File: src/sv/u8d_pkg.sv
// shared types and constants for the utf-8 stream decoder
package u8d_pkg;

    localparam int unsigned CP_W    = 31;
    localparam int unsigned LEN_W   = 3;
    localparam int unsigned CNT_W   = 17;
    localparam int unsigned BYTE_W  = 8;
    localparam int unsigned TDATA_W = 72;
    localparam int unsigned TUSER_W = 3;

    localparam logic [CNT_W-1:0] CNT_CAP = 17'd65536;

    typedef enum logic [1:0] {
        ST_OK    = 2'd0,
        ST_NUL   = 2'd1,
        ST_BAD   = 2'd2,
        ST_TRUNC = 2'd3
    } t_status;

    typedef struct packed {
        logic [CP_W-1:0]  accum;
        logic [LEN_W-1:0] pending;
        logic [LEN_W-1:0] length;
        logic [CNT_W-1:0] chars;
        logic [CNT_W-1:0] bytes;
        logic             halted;
    } t_state;

    typedef struct packed {
        logic [CP_W-1:0]  code_point;
        logic [LEN_W-1:0] char_bytes;
        logic             char_valid;
        logic             scan_done;
        t_status          stop_status;
        logic [CNT_W-1:0] char_count;
        logic [CNT_W-1:0] stop_offset;
    } t_result;

endpackage

File: src/sv/u8d_step.sv
// combinational decode of one byte against the current decoder state
module u8d_step
    import u8d_pkg::*;
(
    input  t_state            i_state,
    input  logic [BYTE_W-1:0] i_byte,
    input  logic              i_end,
    output t_state            o_state,
    output t_result           o_result,
    output logic              o_emit
);

    logic             valid;
    logic             done;
    t_status          status;
    logic [LEN_W-1:0] lead_n;
    logic [CNT_W:0]   byte_sum;

    always_comb begin
        case (i_byte) inside
            [8'hC0:8'hDF]: lead_n = 3'd1;
            [8'hE0:8'hEF]: lead_n = 3'd2;
            [8'hF0:8'hF7]: lead_n = 3'd3;
            [8'hF8:8'hFB]: lead_n = 3'd4;
            [8'hFC:8'hFD]: lead_n = 3'd5;
            default:       lead_n = 3'd0;
        endcase
    end

    always_comb begin
        o_state  = i_state;
        o_result = '0;
        o_emit   = 1'b0;
        valid    = 1'b0;
        done     = 1'b0;
        status   = ST_OK;
        byte_sum = '0;
        if (i_state.halted) begin
            if (i_end) begin
                o_state = '0;
            end
        end else begin
            if (i_state.pending == '0) begin
                if (i_byte == 8'h00) begin
                    status = ST_NUL;
                end else if (i_byte inside {[8'h01:8'hBF]}) begin
                    valid               = 1'b1;
                    o_result.code_point = {24'd0, i_byte[6:0]};
                    o_result.char_bytes = 3'd1;
                end else if (i_byte inside {[8'hFE:8'hFF]}) begin
                    status = ST_BAD;
                end else begin
                    o_state.accum   = {23'd0, i_byte & (8'h3F >> lead_n)};
                    o_state.pending = lead_n;
                    o_state.length  = lead_n + 3'd1;
                end
            end else begin
                if (i_byte[7:6] != 2'b10) begin
                    status = ST_BAD;
                end else begin
                    o_state.accum   = {i_state.accum[CP_W-7:0], i_byte[5:0]};
                    o_state.pending = i_state.pending - 3'd1;
                    if (i_state.pending == 3'd1) begin
                        valid               = 1'b1;
                        o_result.code_point = {i_state.accum[CP_W-7:0], i_byte[5:0]};
                        o_result.char_bytes = i_state.length;
                    end
                end
            end

            if (valid) begin
                o_state.chars  = (i_state.chars >= CNT_CAP) ? CNT_CAP
                                                            : i_state.chars + 17'd1;
                byte_sum       = {1'b0, i_state.bytes} + {15'd0, o_result.char_bytes};
                o_state.bytes  = (byte_sum > {1'b0, CNT_CAP}) ? CNT_CAP
                                                               : byte_sum[CNT_W-1:0];
                o_state.accum  = '0;
                o_state.length = '0;
            end
            if (status == ST_OK && i_end && o_state.pending != '0) begin
                status = ST_TRUNC;
            end

            done   = (status != ST_OK) || i_end;
            o_emit = valid || done;

            o_result.char_valid  = valid;
            o_result.scan_done   = done;
            o_result.stop_status = status;
            o_result.char_count  = o_state.chars;
            o_result.stop_offset = o_state.bytes;

            if (done) begin
                if (i_end) begin
                    o_state = '0;
                end else begin
                    o_state.halted  = 1'b1;
                    o_state.accum   = '0;
                    o_state.pending = '0;
                    o_state.length  = '0;
                end
            end
        end
    end

endmodule

File: src/sv/utf8_stream_decoder_top.sv
// top level of the utf-8 stream decoder: input word register, decode step, result register
//
// bytes of a buffer arrive one word at a time on the s_axis channel; tdata carries the
// byte and tlast marks the final byte of the buffer.
// results leave on m_axis: tdata holds code point, byte length, character count and
// stop offset; tuser holds the character-valid flag and the stop status; tlast is set
// when the scan stops or the buffer ends.
// a word gives a result when a character completes, when the scan stops (nul, bad
// byte, truncated sequence) or on the final byte; bytes after a stop are swallowed
// up to the final byte, which clears the decoder for the next buffer.
// a byte is first taken into the input register, and its result is then loaded into the result
// register, which drives m_axis; while the result register is held, the byte waits in the input register.
// throughput: one byte per cycle while m_axis takes results; the decode step is a
// single pass of shift, mask and 17-bit counter logic.
// a stalled m_axis holds its result; s_axis_tready drops while the input register holds
// a word and the result register is still held, whether or not that word gives a result.
// reset (synchronous, active low) empties both registers and clears the decoder state.
module utf8_stream_decoder_top
    import u8d_pkg::*;
(
    input  logic               i_clk,
    input  logic               i_rst_n,
    input  logic               s_axis_tvalid,
    output logic               s_axis_tready,
    input  logic [BYTE_W-1:0]  s_axis_tdata,   // data_byte[7:0]
    input  logic               s_axis_tlast,
    output logic               m_axis_tvalid,
    input  logic               m_axis_tready,
    output logic [TDATA_W-1:0] m_axis_tdata,   // code_point, char_bytes, char_count, stop_offset, zero pad
    output logic [TUSER_W-1:0] m_axis_tuser,   // char_valid, stop_status
    output logic               m_axis_tlast
);

    logic              r_in_valid;
    logic [BYTE_W-1:0] r_in_byte;
    logic              r_in_end;
    t_state            r_state;
    t_state            n_state;
    logic              r_out_valid;
    t_result           r_out;
    t_result           n_out;
    logic              n_emit;
    logic              out_free;
    logic              advance;

    u8d_step u_step (
        .i_state  (r_state),
        .i_byte   (r_in_byte),
        .i_end    (r_in_end),
        .o_state  (n_state),
        .o_result (n_out),
        .o_emit   (n_emit)
    );

    assign out_free      = !r_out_valid || m_axis_tready;
    assign advance       = r_in_valid && out_free;
    assign s_axis_tready = !r_in_valid || out_free;

    always_ff @(posedge i_clk) begin
        if (!i_rst_n) begin
            r_in_valid <= 1'b0;
        end else if (s_axis_tready) begin
            r_in_valid <= s_axis_tvalid;
        end
    end

    always_ff @(posedge i_clk) begin
        if (s_axis_tready && s_axis_tvalid) begin
            r_in_byte <= s_axis_tdata;
            r_in_end  <= s_axis_tlast;
        end
    end

    always_ff @(posedge i_clk) begin
        if (!i_rst_n) begin
            r_state     <= '0;
            r_out_valid <= 1'b0;
        end else begin
            if (advance) begin
                r_state <= n_state;
            end
            if (advance && n_emit) begin
                r_out_valid <= 1'b1;
            end else if (m_axis_tready) begin
                r_out_valid <= 1'b0;
            end
        end
    end

    always_ff @(posedge i_clk) begin
        if (advance && n_emit) begin
            r_out <= n_out;
        end
    end

    assign m_axis_tvalid = r_out_valid;
    assign m_axis_tdata  = {4'd0, r_out.stop_offset, r_out.char_count,
                            r_out.char_bytes, r_out.code_point};
    assign m_axis_tuser  = {r_out.stop_status, r_out.char_valid};
    assign m_axis_tlast  = r_out.scan_done;

    a_halt_idle: assert property (@(posedge i_clk) disable iff (!i_rst_n)
        r_state.halted |-> (r_state.pending == '0 && r_state.accum == '0))
        else $error("halted decoder holds a partial character");

    a_pending_range: assert property (@(posedge i_clk) disable iff (!i_rst_n)
        r_state.pending <= 3'd5 && (r_state.pending == '0 || r_state.length > r_state.pending))
        else $error("pending byte count out of range");

    a_char_len: assert property (@(posedge i_clk) disable iff (!i_rst_n)
        (r_out_valid && r_out.char_valid) |->
            (r_out.char_bytes != '0 && r_out.stop_status == ST_OK))
        else $error("completed character with no length or with a stop status");

    a_stop_done: assert property (@(posedge i_clk) disable iff (!i_rst_n)
        (r_out_valid && r_out.stop_status != ST_OK) |-> r_out.scan_done)
        else $error("stop status without scan done");

    a_counts_cap: assert property (@(posedge i_clk) disable iff (!i_rst_n)
        r_state.chars <= CNT_CAP && r_state.bytes <= CNT_CAP)
        else $error("counter beyond saturation limit");

    a_swallow: assert property (@(posedge i_clk) disable iff (!i_rst_n)
        (advance && r_state.halted && !r_in_end) |=> $stable(r_state))
        else $error("swallowed word changed the decoder state");

endmodule
File: config.mk
export PLATFORM = sky130hd
export DESIGN_NAME = utf8_stream_decoder_top
export DESIGN_NICKNAME = d
export VERILOG_FILES = /design/src/sv/u8d_pkg.sv /design/src/sv/u8d_step.sv /design/src/sv/utf8_stream_decoder_top.sv
export SDC_FILE = /design/constraint.sdc
export NUM_CORES = 1
export LEC_CHECK = 0
export BUFFER_PORTS_ARGS = -buffer_cell sky130_fd_sc_hd__buf_2
export CAP_MARGIN = 10
export CORE_MARGIN = 2
export CORE_UTILIZATION = 50
export DETAILED_ROUTE_END_ITERATION = 8
export PLACE_DENSITY = 0.79
export SYNTH_ARGS = -nofsm -noshare
export SYNTH_HDL_FRONTEND = slang
export SYNTH_SLANG_ARGS = --single-unit
File: constraint.sdc
create_clock -name i_clk -period 18.1 [get_ports i_clk]
set_clock_uncertainty 0.2 [all_clocks]
set_input_delay 3.62 -clock i_clk [delete_from_list [all_inputs] [get_ports i_clk]]
set_output_delay 3.62 -clock i_clk [all_outputs]
set_load 0.03 [all_outputs]
## After elaboration in Yosys (flattened, before gate mapping)

Cells that the tools add are included.

| word-level totals | value |
|---|---|
| register bits | 149 |
| input bits | 13 |
| output and inout port bits | 78 |
| logic and storage cells | 121 |

| operators by class | value |
|---|---|
| add/subtract/negate cells | 4 |
| magnitude comparators | 16 |
| equality and inequality tests | 10 |
| shifts and indexed selects | 1 |
| muxes and demuxes | 44 |
| bitwise operators | 1 |
| reductions and logical operators | 28 |

Operators by type and width:

| cell | count |
|---|---|
| $mux 34 | 6 |
| $mux 66 | 3 |
| $mux 31 | 3 |
| $mux 28 | 3 |
| $le 8x8->1 const B | 7 |
| $ge 8x8->1 const B | 6 |
| $mux 37 | 1 |
| $mux 17 | 2 |
| $mux 25 | 1 |
| $add 17x3->18 | 1 |
| $gt 18x17->1 const B | 1 |
| $mux 3 | 6 |
| $add 17x1->17 const B | 1 |
| $ge 17x17->1 const B | 1 |
| $mux 2 | 8 |
| $ne 5x5->1 const B | 3 |
| $logic_and 1x1->1 | 12 |
| $ne 4x4->1 const B | 3 |
| $reduce_and 6->1 | 2 |
| $mux 1 | 10 |
| $mux 10 | 1 |
| $and 8x8->8 | 1 |
| $ge 8x1->1 const B | 1 |
| $logic_not 8->1 | 1 |
| other kinds (14) | 20 |

## Longest topological paths before layout

Gate-level depths: netlist of run 1.

| logic depth | value |
|---|---|
| depth after elaboration | 24 |
| mapped depth | 16 |
| depth with buffers taken out | 15 |

## Hierarchy

Synthesis of run 1 repeated with hierarchy kept, for this count alone.

| second synthesis, totals | value |
|---|---|
| cell total of the unflattened synthesis | 922 |
| area, all modules | 8642.0 sq um |

By module, submodules not included:

| module | times used | cells each | area each (sq um) | seq. area each (sq um) |
|---|---|---|---|---|
| utf8_stream_decoder_top | 1 | 410 | 5500.3 | 3913.8 |
| u8d_step | 1 | 512 | 3141.8 | 0.0 |

## Least setup slack after synthesis of run 1

OpenSTA, ideal clock, no wires.

| timing | value |
|---|---|
| path kind | input to register |
| start point | input m_axis_tready |
| end point | register r_out (netlist bit m_axis_tdata[0]), enable pin |
| setup time | 528 ps |
| data arrival time | 7538 ps |
| data required time | 17372 ps |
| slack | 9834 ps |
| stages | 4 |
| buffers on the path | 0 |
| cell sequence | nor2b_1 > nor2b_1 > nand2_1 > a21oi_1 |

| on the way | value |
|---|---|
| longest elaborated chain between the ends | 3 |

Ends and longest elaborated chain:

| element | line | text |
|---|---|---|
| start: declaration | utf8_stream_decoder_top.sv:28 | `input logic m_axis_tready,` |
| $logic_or 1x1->1 | utf8_stream_decoder_top.sv:55 | `assign out_free = !r_out_valid \|\| m_axis_tready;` |
| $logic_and 1x1->1 | utf8_stream_decoder_top.sv:56 | `assign advance = r_in_valid && out_free;` |
| $logic_and 1x1->1 | utf8_stream_decoder_top.sv:91 | `if (advance && n_emit) begin` |
| end signal: assignment | utf8_stream_decoder_top.sv:92 | `r_out <= n_out;` |
| end: declaration | utf8_stream_decoder_top.sv:40 | `t_result r_out;` |

Every way passes these cells.
A chain may end at the register's enable or synchronous reset.

## Worst setup path in the final report of run 1

| timing | value |
|---|---|
| start point | input m_axis_tready |
| end point | output s_axis_tready |

| on the way | value |
|---|---|
| longest elaborated chain between the ends | 2 |

Ends and longest elaborated chain:

| element | line | text |
|---|---|---|
| $logic_or 1x1->1 | utf8_stream_decoder_top.sv:55 |  |
| $logic_or 1x1->1 | utf8_stream_decoder_top.sv:57 | `assign s_axis_tready = !r_in_valid \|\| out_free;` |
| end: declaration | utf8_stream_decoder_top.sv:24 | `output logic s_axis_tready,` |

Every way passes these cells.

==> results.cfg, run 1 <==
[drt]
routed_wl_mm = 16.2
drtPass1Iterations = 8
route.detailed.drc = 0
viasPerCell = 5.96
drt_iter0_markers = 608
wl_per_cell_um = 17.4
vias = 5563
ant_nets = 0

[worst_setup_path]
arrival_ns = 4.37
start_kind = input port
cp_max_fo = 6
cpMostUsedCell = buf_2
required_ns = 14.28
crit_chain = buf_2 -> nor2b_1 -> nand2_1 -> buf_2
max_stage_delay_ns = 0.33
slowest_stage = nor2b_1
crit_path_end_kind = output port
worst-setup-path-type = input port to output port

[power_and_ir_drop]
p_int_mw = 0.576
pwr-share-clk_pct = 44.9
p_switching_mw = 0.198
p_leak_nw = 3.21
sw_frac_of_total_pct = 25.6
ir_drop_mv = 0.0607
powerDensity_nw_per_um2 = 94.9
comb_power_share_pct = 7.4
p_seq_share_pct = 47.7

[timing]
maxSlewViolCount = 0
setup_ws_ns = 9.91
worst_pin_slew_ns = 1.16
rsz0062_at_grt = false
hold_ws_ns = 0.266
max_freq_mhz = 122
post-route-period-util_pct = 45.3
min_period_ns = 8.19
fin_setup_tns_ns = 0
maxSlewHeadroom_pct = 22.1
finalHoldViolations = 0
final-setup-viol-count = 0

[finish]
drive_above_1_share_pct = 18.7
instances_no_fill = 934
final_nets = 766
fillCellCount = 1165
multiInputGateArea_um2 = 2960
regArea_um2 = 3790
syn2layout_area_growth_pct = 16.2
n_antenna_cell = 0
design_area_um2 = 8150

[grt]
grt_overflow = 0
track_usage_pct = 22.1
antenna_found_initial = 0
grt_max_degree = 49
first_global_vias = 5121
grt_pass1_wl_mm = 25.5

[floorplan]
start_util_pct = 50.9
die_w_um = 122
fp-row-count = 43
die_area_um2 = 15000
die_h_um = 122
num_io_pins = 91
core_area_um2 = 13800

[clock_tree]
post_cts_resized = 0
cts_max_level = 4
cts_tree = built
clk_latency_ns = 0.43
cts_max_path_buffers = 2
cts.sinks = 149
cts_setup_buffers = 0
postCtsHoldBufs = 0
numCtsBuffers = 17
cts_root_buf = clkbuf_16
cts.reportedPaths.clkPinSlew_ns = 0.07

[worst_hold_path]
hold_class = register to register

[place]
place_congestion = 0.914
dp_slack_ns = 9.92
dp.cells = 901
io_buffers = 86
place_hpwl_mm = 10.9
place_area_um2 = 7550

[synth]
postSynthCellCount = 668
post_synth_instance_area_um2 = 7010
syn_area_per_cell_um2 = 10.5
yosysTopAreaCell = edfxtp_1
netlist.area_leader.share_pct = 34.7
ys_types = 71
synth_edf_count = 81
ys_ff_latch = 149
ys_async_sr_fraction_pct = 0
ys_warn_count = 0
synth-seq-area-share_pct = 54.1
synthTopCellsByArea = edfxtp_1, dfxtp_1, a22o_1, and2_1, nand2_1
ys.flop_type = edfxtp_1

[status]
status = finished clean

[job]
drv_cap = 0
[worst max-delay path: cells and delay by family]
kind                   cells  cell delay (ns)
and+or+nand+nor            2             0.46
buffers and inverters      2             0.29
[per-layer routing]
metal / up-vias / part of all wire (%) / global-route usage (%) / wire length [µm]
met5: - / 0 / 0 / 0
met4: 0 / 3.5 / 11.5 / 574
met3: 53 / 6.7 / 4.32 / 1080
met2: 263 / 47 / 34.8 / 7630
met1: 2634 / 43 / 29.1 / 6940
li1: 2613 / - / - / -
[layout by cell type, fill, tap and decap left out, types with 14 or more instances in the layout]
cell / count
buf_2: 86
edfxtp_1: 81
dfxtp_1: 68
nand2_1: 50
and2_1: 43
nor2_1: 41
o21ai_0: 34
a22o_1: 32
nor2b_1: 24
a21oi_1: 24
inv_1: 23
clkbuf_16: 17
nand3_1: 16
and3_1: 16
nor3_1: 14
[flip-flops by register name, indices dropped and copies added, names as in the netlist]
name and flops:
m_axis_tdata 68, r_state 66, r_in_byte 8, m_axis_tuser 3, m_axis_tlast 1, m_axis_tvalid 1, r_in_end 1, r_in_valid 1
[path summary, 6_finish.rpt]
check | start | endpoint | slack, ns | depth (start not counted)
setup / recovery | m_axis_tready | s_axis_tready | 9.91 | 4
hold / removal | r_state[35] | r_state[35] | 0.27 | 2
setup reg to reg | r_state[38] | m_axis_tdata[55] | 12.35 | 15
hold reg to reg | r_state[35] | r_state[35] | 0.27 | 2
[cell type report]
| class | instances | share of cell area, % |
|---|---|---|
| sequential | 149 | 46.5 |
| tap | 180 | 2.76 |
| multi-input combinational | 456 | 36.3 |
| inverter | 24 | 1.11 |
| clock buffer | 18 | 5.26 |
| timing repair buffer | 93 | 5.97 |
| clock inverter | 14 | 2.01 |
[cells in the mapped netlist (5+ instances only)]
library cell and n:
dfxtp_1 68, o221ai_1 5, o31ai_1 5, inv_1 23, a21o_1 8, a32oi_1 5, nor2_1 41, buf_2 8
o21ai_0 34, o21a_1 5, buf_4 5, nor3_1 15, edfxtp_1 81, a21oi_1 25, a22o_1 32, a31oi_1 5
xnor2_1 7, o2111ai_1 7, ha_1 11, xor2_1 11, and3_1 16, and2_1 43, clkbuf_1 27, nand3_1 16
a22oi_1 7, nor2b_1 24, a211oi_1 11, nand2_1 50, nand4_1 7, nand2b_1 5
[logic make-up (layout without fill, tap and decap cells)]
family          Yosys count  in the layout  share of synthesized area [%]
simple gates            241            241                           18.5
xor+xnor                 18             18                           2.25
fa+ha+maj                12             12                           2.25
other cells               1              4                         0.0535
compound gates          177            177                           18.2
flops                   149            149                           54.1
buf+inv                  66            149                           4.07
mux                       4              4                          0.589
[power by group through the flow]
stage	Sequential [mW]	Combinational [mW]	Clock, mW
floorplan	0.388	0.0289	0
global placement	0.376	0.0549	0
detailed placement	0.376	0.0564	0
CTS	0.369	0.0569	0.352
global route	0.369	0.0616	0.369
finish	0.369	0.0573	0.348
[through the flow]
step                total power, mW  util, %
floorplan                     0.417        -
global placement              0.430     54.8
detailed placement            0.432     54.8
CTS                           0.778     59.1
global route                  0.799     59.2
finish                        0.774     59.2
Power figures use the tool's default switching activity.
==> run 2, diff against run 1 <==
==> constraint.sdc (replaced) <==
create_clock -name i_clk -period 8 [get_ports i_clk]
set_clock_uncertainty 0.2 [all_clocks]
set_input_delay 1.6 -clock i_clk [delete_from_list [all_inputs] [get_ports i_clk]]
set_output_delay 1.6 -clock i_clk [all_outputs]
set_load 0.03 [all_outputs]
==> results.cfg, run 2 (same netlist as run 1, synthesis figures left out) <==
[clock_tree]
numCtsBuffers = 17
cts_max_level = 4
cts_root_buf = clkbuf_16
cts_tree = built
cts.sinks = 149
cts_max_path_buffers = 2
clk_latency_ns = 0.42
cts_setup_buffers = 0
post_cts_resized = 0
cts.reportedPaths.clkPinSlew_ns = 0.07
postCtsHoldBufs = 0

[power_and_ir_drop]
powerDensity_nw_per_um2 = 215
pwr-share-clk_pct = 45.1
p_seq_share_pct = 47.6
comb_power_share_pct = 7.3
p_int_mw = 1.28
p_leak_nw = 3.20
sw_frac_of_total_pct = 27.0
p_switching_mw = 0.473
ir_drop_mv = 0.143

[floorplan]
core_area_um2 = 13800
num_io_pins = 91
die_w_um = 122
fp-row-count = 43
die_area_um2 = 15000
die_h_um = 122
start_util_pct = 50.9

[timing]
worst_pin_slew_ns = 1.14
rsz0062_at_grt = false
min_period_ns = 5.47
finalHoldViolations = 0
final-setup-viol-count = 0
max_freq_mhz = 183
maxSlewViolCount = 0
fin_setup_tns_ns = 0
post-route-period-util_pct = 68.4
maxSlewHeadroom_pct = 24.2

[place]
io_buffers = 86
place_congestion = 0.878
place_area_um2 = 7540
place_hpwl_mm = 10.9

[job]
drv_cap = 0

[worst_setup_path]
start_kind = register
crit_path_end_kind = register
worst-setup-path-type = register to register
required_ns = 8.05
cp_max_fo = 19
arrival_ns = 5.52

[finish]
most-common-layout-cells = buf_2, edfxtp_1, dfxtp_1
final_nets = 765
design_area_um2 = 8160
drive_above_1_share_pct = 18.7
n_antenna_cell = 0
fillCellCount = 1172
largest_reg_flops = 68
syn2layout_area_growth_pct = 16.3
final_common_cell = buf_2

[drt]
ant_nets = 0
route.detailed.drc = 0
vias = 5598
routed_wl_mm = 16.3
drt_iter0_markers = 702
wl_per_cell_um = 17.5
drtPass1Iterations = 5
viasPerCell = 6.00

[grt]
grt_pass1_wl_mm = 25.9
grt_overflow = 0
antenna_found_initial = 0
first_global_vias = 5165
track_usage_pct = 22.0
grt_max_degree = 74

[status]
status = finished clean

[worst_hold_path]
hold_class = register to register
## run 2: changes by cell type in the layout (fill, tap and decap cells not counted)
cell,before,now
clkinv_4,4,0
clkinv_8,2,6
clkinvlp_4,0,2
buf_4,6,5
bufinv_16,1,0
clkbuf_1,1,0
inv_4,1,0
inv_6,3,4
## run 2: critical path, cell delays in order, from the launching register on
cell and delay (ns):
dfxtp_1 0.39, inv_1 0.10, ha_1 0.25, or3b_4 0.40, nor2_1 0.55, a21o_1 0.23
ha_1 0.18, inv_1 0.07, fa_1 0.45, and2b_1 0.27, o211ai_1 0.13, and2_1 0.22
or4_1 0.58, nor4_4 0.88, a211oi_1 0.12, a211oi_1 0.25
## run 2: final cells by class
type                            count  area (µm²)  area share (%)
Sequential cell                   149        3790            46.5
Timing Repair Buffer               92         479            5.87
Inverter                           24        90.1            1.10
Clock inverter                     15         181            2.22
Clock buffer                       17         425            5.21
Tap cell                          180         225            2.76
Multi-Input combinational cell    456        2960            36.3
## run 2: final timing paths
check	start	endpoint	slack, ns	cells past startpoint
hold reg to reg	r_state[64]	r_state[64]	0.28	1
setup reg to reg	r_state[38]	m_axis_tdata[57]	2.53	15
hold / removal	r_state[64]	r_state[64]	0.28	1
setup / recovery	r_state[38]	m_axis_tdata[57]	2.53	15
## run 2: per-stage QoR
step	util [%]	total power, mW	hold slack, ns	std cells	setup slack [ns]
final	59.2	1.75	0.279	933	2.53
after global routing	59.2	1.81	0.317	933	2.22
after CTS	59.1	1.76	0.274	932	2.57
after detailed placement	54.7	0.978	0.253	900	2.61
after global placement	54.7	0.975	0.249	900	2.79
after floorplan	-	0.943	0.234	671	1.75
## run 2: metal layers
metal / GRT usage (%) / wire length, µm / vias to the layer above
met2: 34.7 / 7690 / 254
met1: 30.0 / 7160 / 2684
li1: - / - / 2619
met5: 0 / 0 / -
met4: 9.20 / 409 / 0
met3: 3.95 / 1030 / 41
## run 2: power by group through the flow
stage          clock, mW  combinational [mW]  sequential [mW]
5_1_grt            0.834               0.137            0.836
6_report           0.791               0.128            0.834
3_3_place_gp           0               0.125            0.851
3_5_place_dp           0               0.126            0.851
4_1_cts            0.798               0.127            0.834
2_1_floorplan          0              0.0653            0.878
==> run 3, diff against run 2 <==
--- a/config.mk
+++ b/config.mk
@@ -5,12 +5,13 @@
 export SDC_FILE = /design/constraint.sdc
 export NUM_CORES = 1
 export LEC_CHECK = 0
+export ABC_AREA = 1
 export BUFFER_PORTS_ARGS = -buffer_cell sky130_fd_sc_hd__buf_2
 export CAP_MARGIN = 10
 export CORE_MARGIN = 2
 export CORE_UTILIZATION = 50
 export DETAILED_ROUTE_END_ITERATION = 8
-export PLACE_DENSITY = 0.79
+export PLACE_DENSITY = 0.78
 export SYNTH_ARGS = -nofsm -noshare
 export SYNTH_HDL_FRONTEND = slang
 export SYNTH_SLANG_ARGS = --single-unit
==> constraint.sdc (replaced) <==
create_clock -name i_clk -period 5.41 [get_ports i_clk]
set_clock_uncertainty 0.2 [all_clocks]
set_input_delay 1.082 -clock i_clk [delete_from_list [all_inputs] [get_ports i_clk]]
set_output_delay 1.082 -clock i_clk [all_outputs]
set_load 0.03 [all_outputs]
==> results.cfg, run 3 <==
[status]
status = finished clean

[worst_setup_path]
start_kind = register
crit_chain = inv_1 -> ha_1 -> nor2_1 -> nand3_1 -> o21ai_0 -> ha_1 -> inv_1 -> fa_1 -> o21ai_2 -> xor2_1 -> inv_1 -> nor2_1 -> nand2_1 -> nor2_2 -> nand2_2 -> nand2_4 -> nand3_1 -> nand2_1 -> nand2_1 -> a21oi_1
arrival_ns = 4.02
max_stage_delay_ns = 0.46
cp_max_fo = 15
crit_path_end_kind = register
required_ns = 5.57
slowest_stage = fa_1
worst-setup-path-type = register to register

[finish]
n_antenna_cell = 0
instances_no_fill = 1148
final_nets = 980
fillCellCount = 1204
largest_reg_flops = 68
syn2layout_area_growth_pct = 16.2
most-common-layout-cells = nand2_1, inv_1, nor2_1
drive_above_1_share_pct = 18.5
final_common_cell = nand2_1

[drt]
ant_nets = 0
wl_per_cell_um = 13.9
drt_iter0_markers = 481
vias = 5929
routed_wl_mm = 15.9
drtPass1Iterations = 5
route.detailed.drc = 0
viasPerCell = 5.16

[timing]
finalHoldViolations = 0
post-route-period-util_pct = 71.3
worst_pin_slew_ns = 1.11
fin_setup_tns_ns = 0
max_freq_mhz = 259
rsz0062_at_grt = false
maxSlewViolCount = 0
final-setup-viol-count = 0
maxSlewHeadroom_pct = 25.6
min_period_ns = 3.86

[grt]
grt_overflow = 0
grt_max_degree = 48
grt_pass1_wl_mm = 26.6
antenna_found_initial = 0
track_usage_pct = 21.1
first_global_vias = 5613

[clock_tree]
cts_max_path_buffers = 2
cts.reportedPaths.clkPinSlew_ns = 0.06
cts_tree = built
cts.sinks = 149
cts_max_level = 4
numCtsBuffers = 17
cts_root_buf = clkbuf_16
clk_latency_ns = 0.43
cts_setup_buffers = 0
postCtsHoldBufs = 0
post_cts_resized = 0

[floorplan]
fp-row-count = 43
core_area_um2 = 14000
num_io_pins = 91
start_util_pct = 51.6
die_h_um = 124
die_area_um2 = 15500
die_w_um = 124

[power_and_ir_drop]
powerDensity_nw_per_um2 = 324
comb_power_share_pct = 9.3
pwr-share-clk_pct = 44.4
ir_drop_mv = 0.195
sw_frac_of_total_pct = 25.5
p_switching_mw = 0.696
p_leak_nw = 3.23
p_seq_share_pct = 46.3
p_int_mw = 2.03

[synth]
yosysTopAreaCell = edfxtp_1
ys_warn_count = 0
yosys.cell_count.top_type = nand2_1
ys_types = 42
synth_edf_count = 81
synth_commonest_cells = nand2_1, inv_1, nor2_1
ys_async_sr_fraction_pct = 0
synth-seq-area-share_pct = 52.4
netlist.area_leader.share_pct = 33.6
synthTopCellsByArea = edfxtp_1, dfxtp_1, nand2_1, inv_1, a21oi_1
ys_ff_latch = 149
ys.flop_type = edfxtp_1
syn_area_per_cell_um2 = 8.29
post_synth_instance_area_um2 = 7240
postSynthCellCount = 874

[place]
place_hpwl_mm = 10.9
io_buffers = 86
dp.cells = 1116
place_congestion = 0.904

[job]
drv_cap = 0

[worst_hold_path]
hold_class = register to register
run 3: changes by cell type after synthesis, sizes merged, moves of 24 or more:
cell,previous run,this run
a22o,32,0
nand3,17,50
nor2,42,109
a21oi,26,88
nand2,50,230
nor2b,24,0
and2,43,2
inv,23,111
run 3: layer usage:
layer,global-route usage [%],wire length [µm]
met1,27.3,7200
met2,34.4,7630
met3,4.90,837
met4,8.20,274
met5,0,0
run 3: final timing paths:
kind / slack [ns] / to / depth (start not counted) / start
max: 1.55 / r_state[9] / 20 / r_state[38]
min: 0.25 / r_state[62] / 2 / r_state[62]
max reg2reg: 1.55 / r_state[9] / 20 / r_state[38]
min reg2reg: 0.25 / r_state[62] / 2 / r_state[62]
run 3: metrics by stage:
stage / hold WS (ns) / utilization [%] / instance area [µm²] / power (mW) / worst slack [ns]
CTS: 0.251 / 59.9 / 8420 / 2.74 / 1.53
global placement: 0.237 / 55.6 / 7810 / 1.54 / 1.61
floorplan: 0.227 / - / 7260 / 1.47 / 1.28
finish: 0.248 / 59.9 / 8420 / 2.73 / 1.55
global route: 0.278 / 59.9 / 8420 / 2.82 / 1.01
detailed placement: 0.242 / 55.6 / 7810 / 1.54 / 1.53
run 3: critical path: cells and delay by family, from the launching register on:
kind / cells / cell delay, ns
compound gates: 3 / 0.63
xor+xnor: 1 / 0.22
fa+ha+maj: 3 / 0.94
buf+inv: 3 / 0.25
flops: 1 / 0.38
simple gates: 10 / 1.17
run 3: layout make-up:
cell class / instances / area, µm² / share of cell area (%)
Sequential cell: 149 / 3790 / 45.1
Multi-Input combinational cell: 584 / 2890 / 34.4
Timing Repair Buffer: 92 / 475 / 5.65
Clock buffer: 21 / 472 / 5.60
Inverter: 111 / 419 / 4.98
Tap cell: 180 / 225 / 2.68
Clock inverter: 11 / 139 / 1.65
run 3: logic make-up after synthesis:
family | Yosys count | share of synthesized area, %
DFF | 149 | 52.4
adders and majority gates | 12 | 2.18
AOI/OAI and AO/OA | 139 | 10.7
other | 1 | 0.0518
xor gates and xnor gates | 11 | 1.33
buffers and inverters | 144 | 8.03
and+or+nand+nor | 418 | 25.3
run 3: power by group through the flow:
| stage | Combinational, mW | Clock [mW] | Sequential (mW) |
|---|---|---|---|
| CTS | 0.256 | 1.22 | 1.26 |
| global placement | 0.251 | 0 | 1.29 |
| detailed placement | 0.254 | 0 | 1.29 |
| finish | 0.254 | 1.21 | 1.26 |
| global route | 0.278 | 1.27 | 1.27 |
| floorplan | 0.123 | 0 | 1.35 |
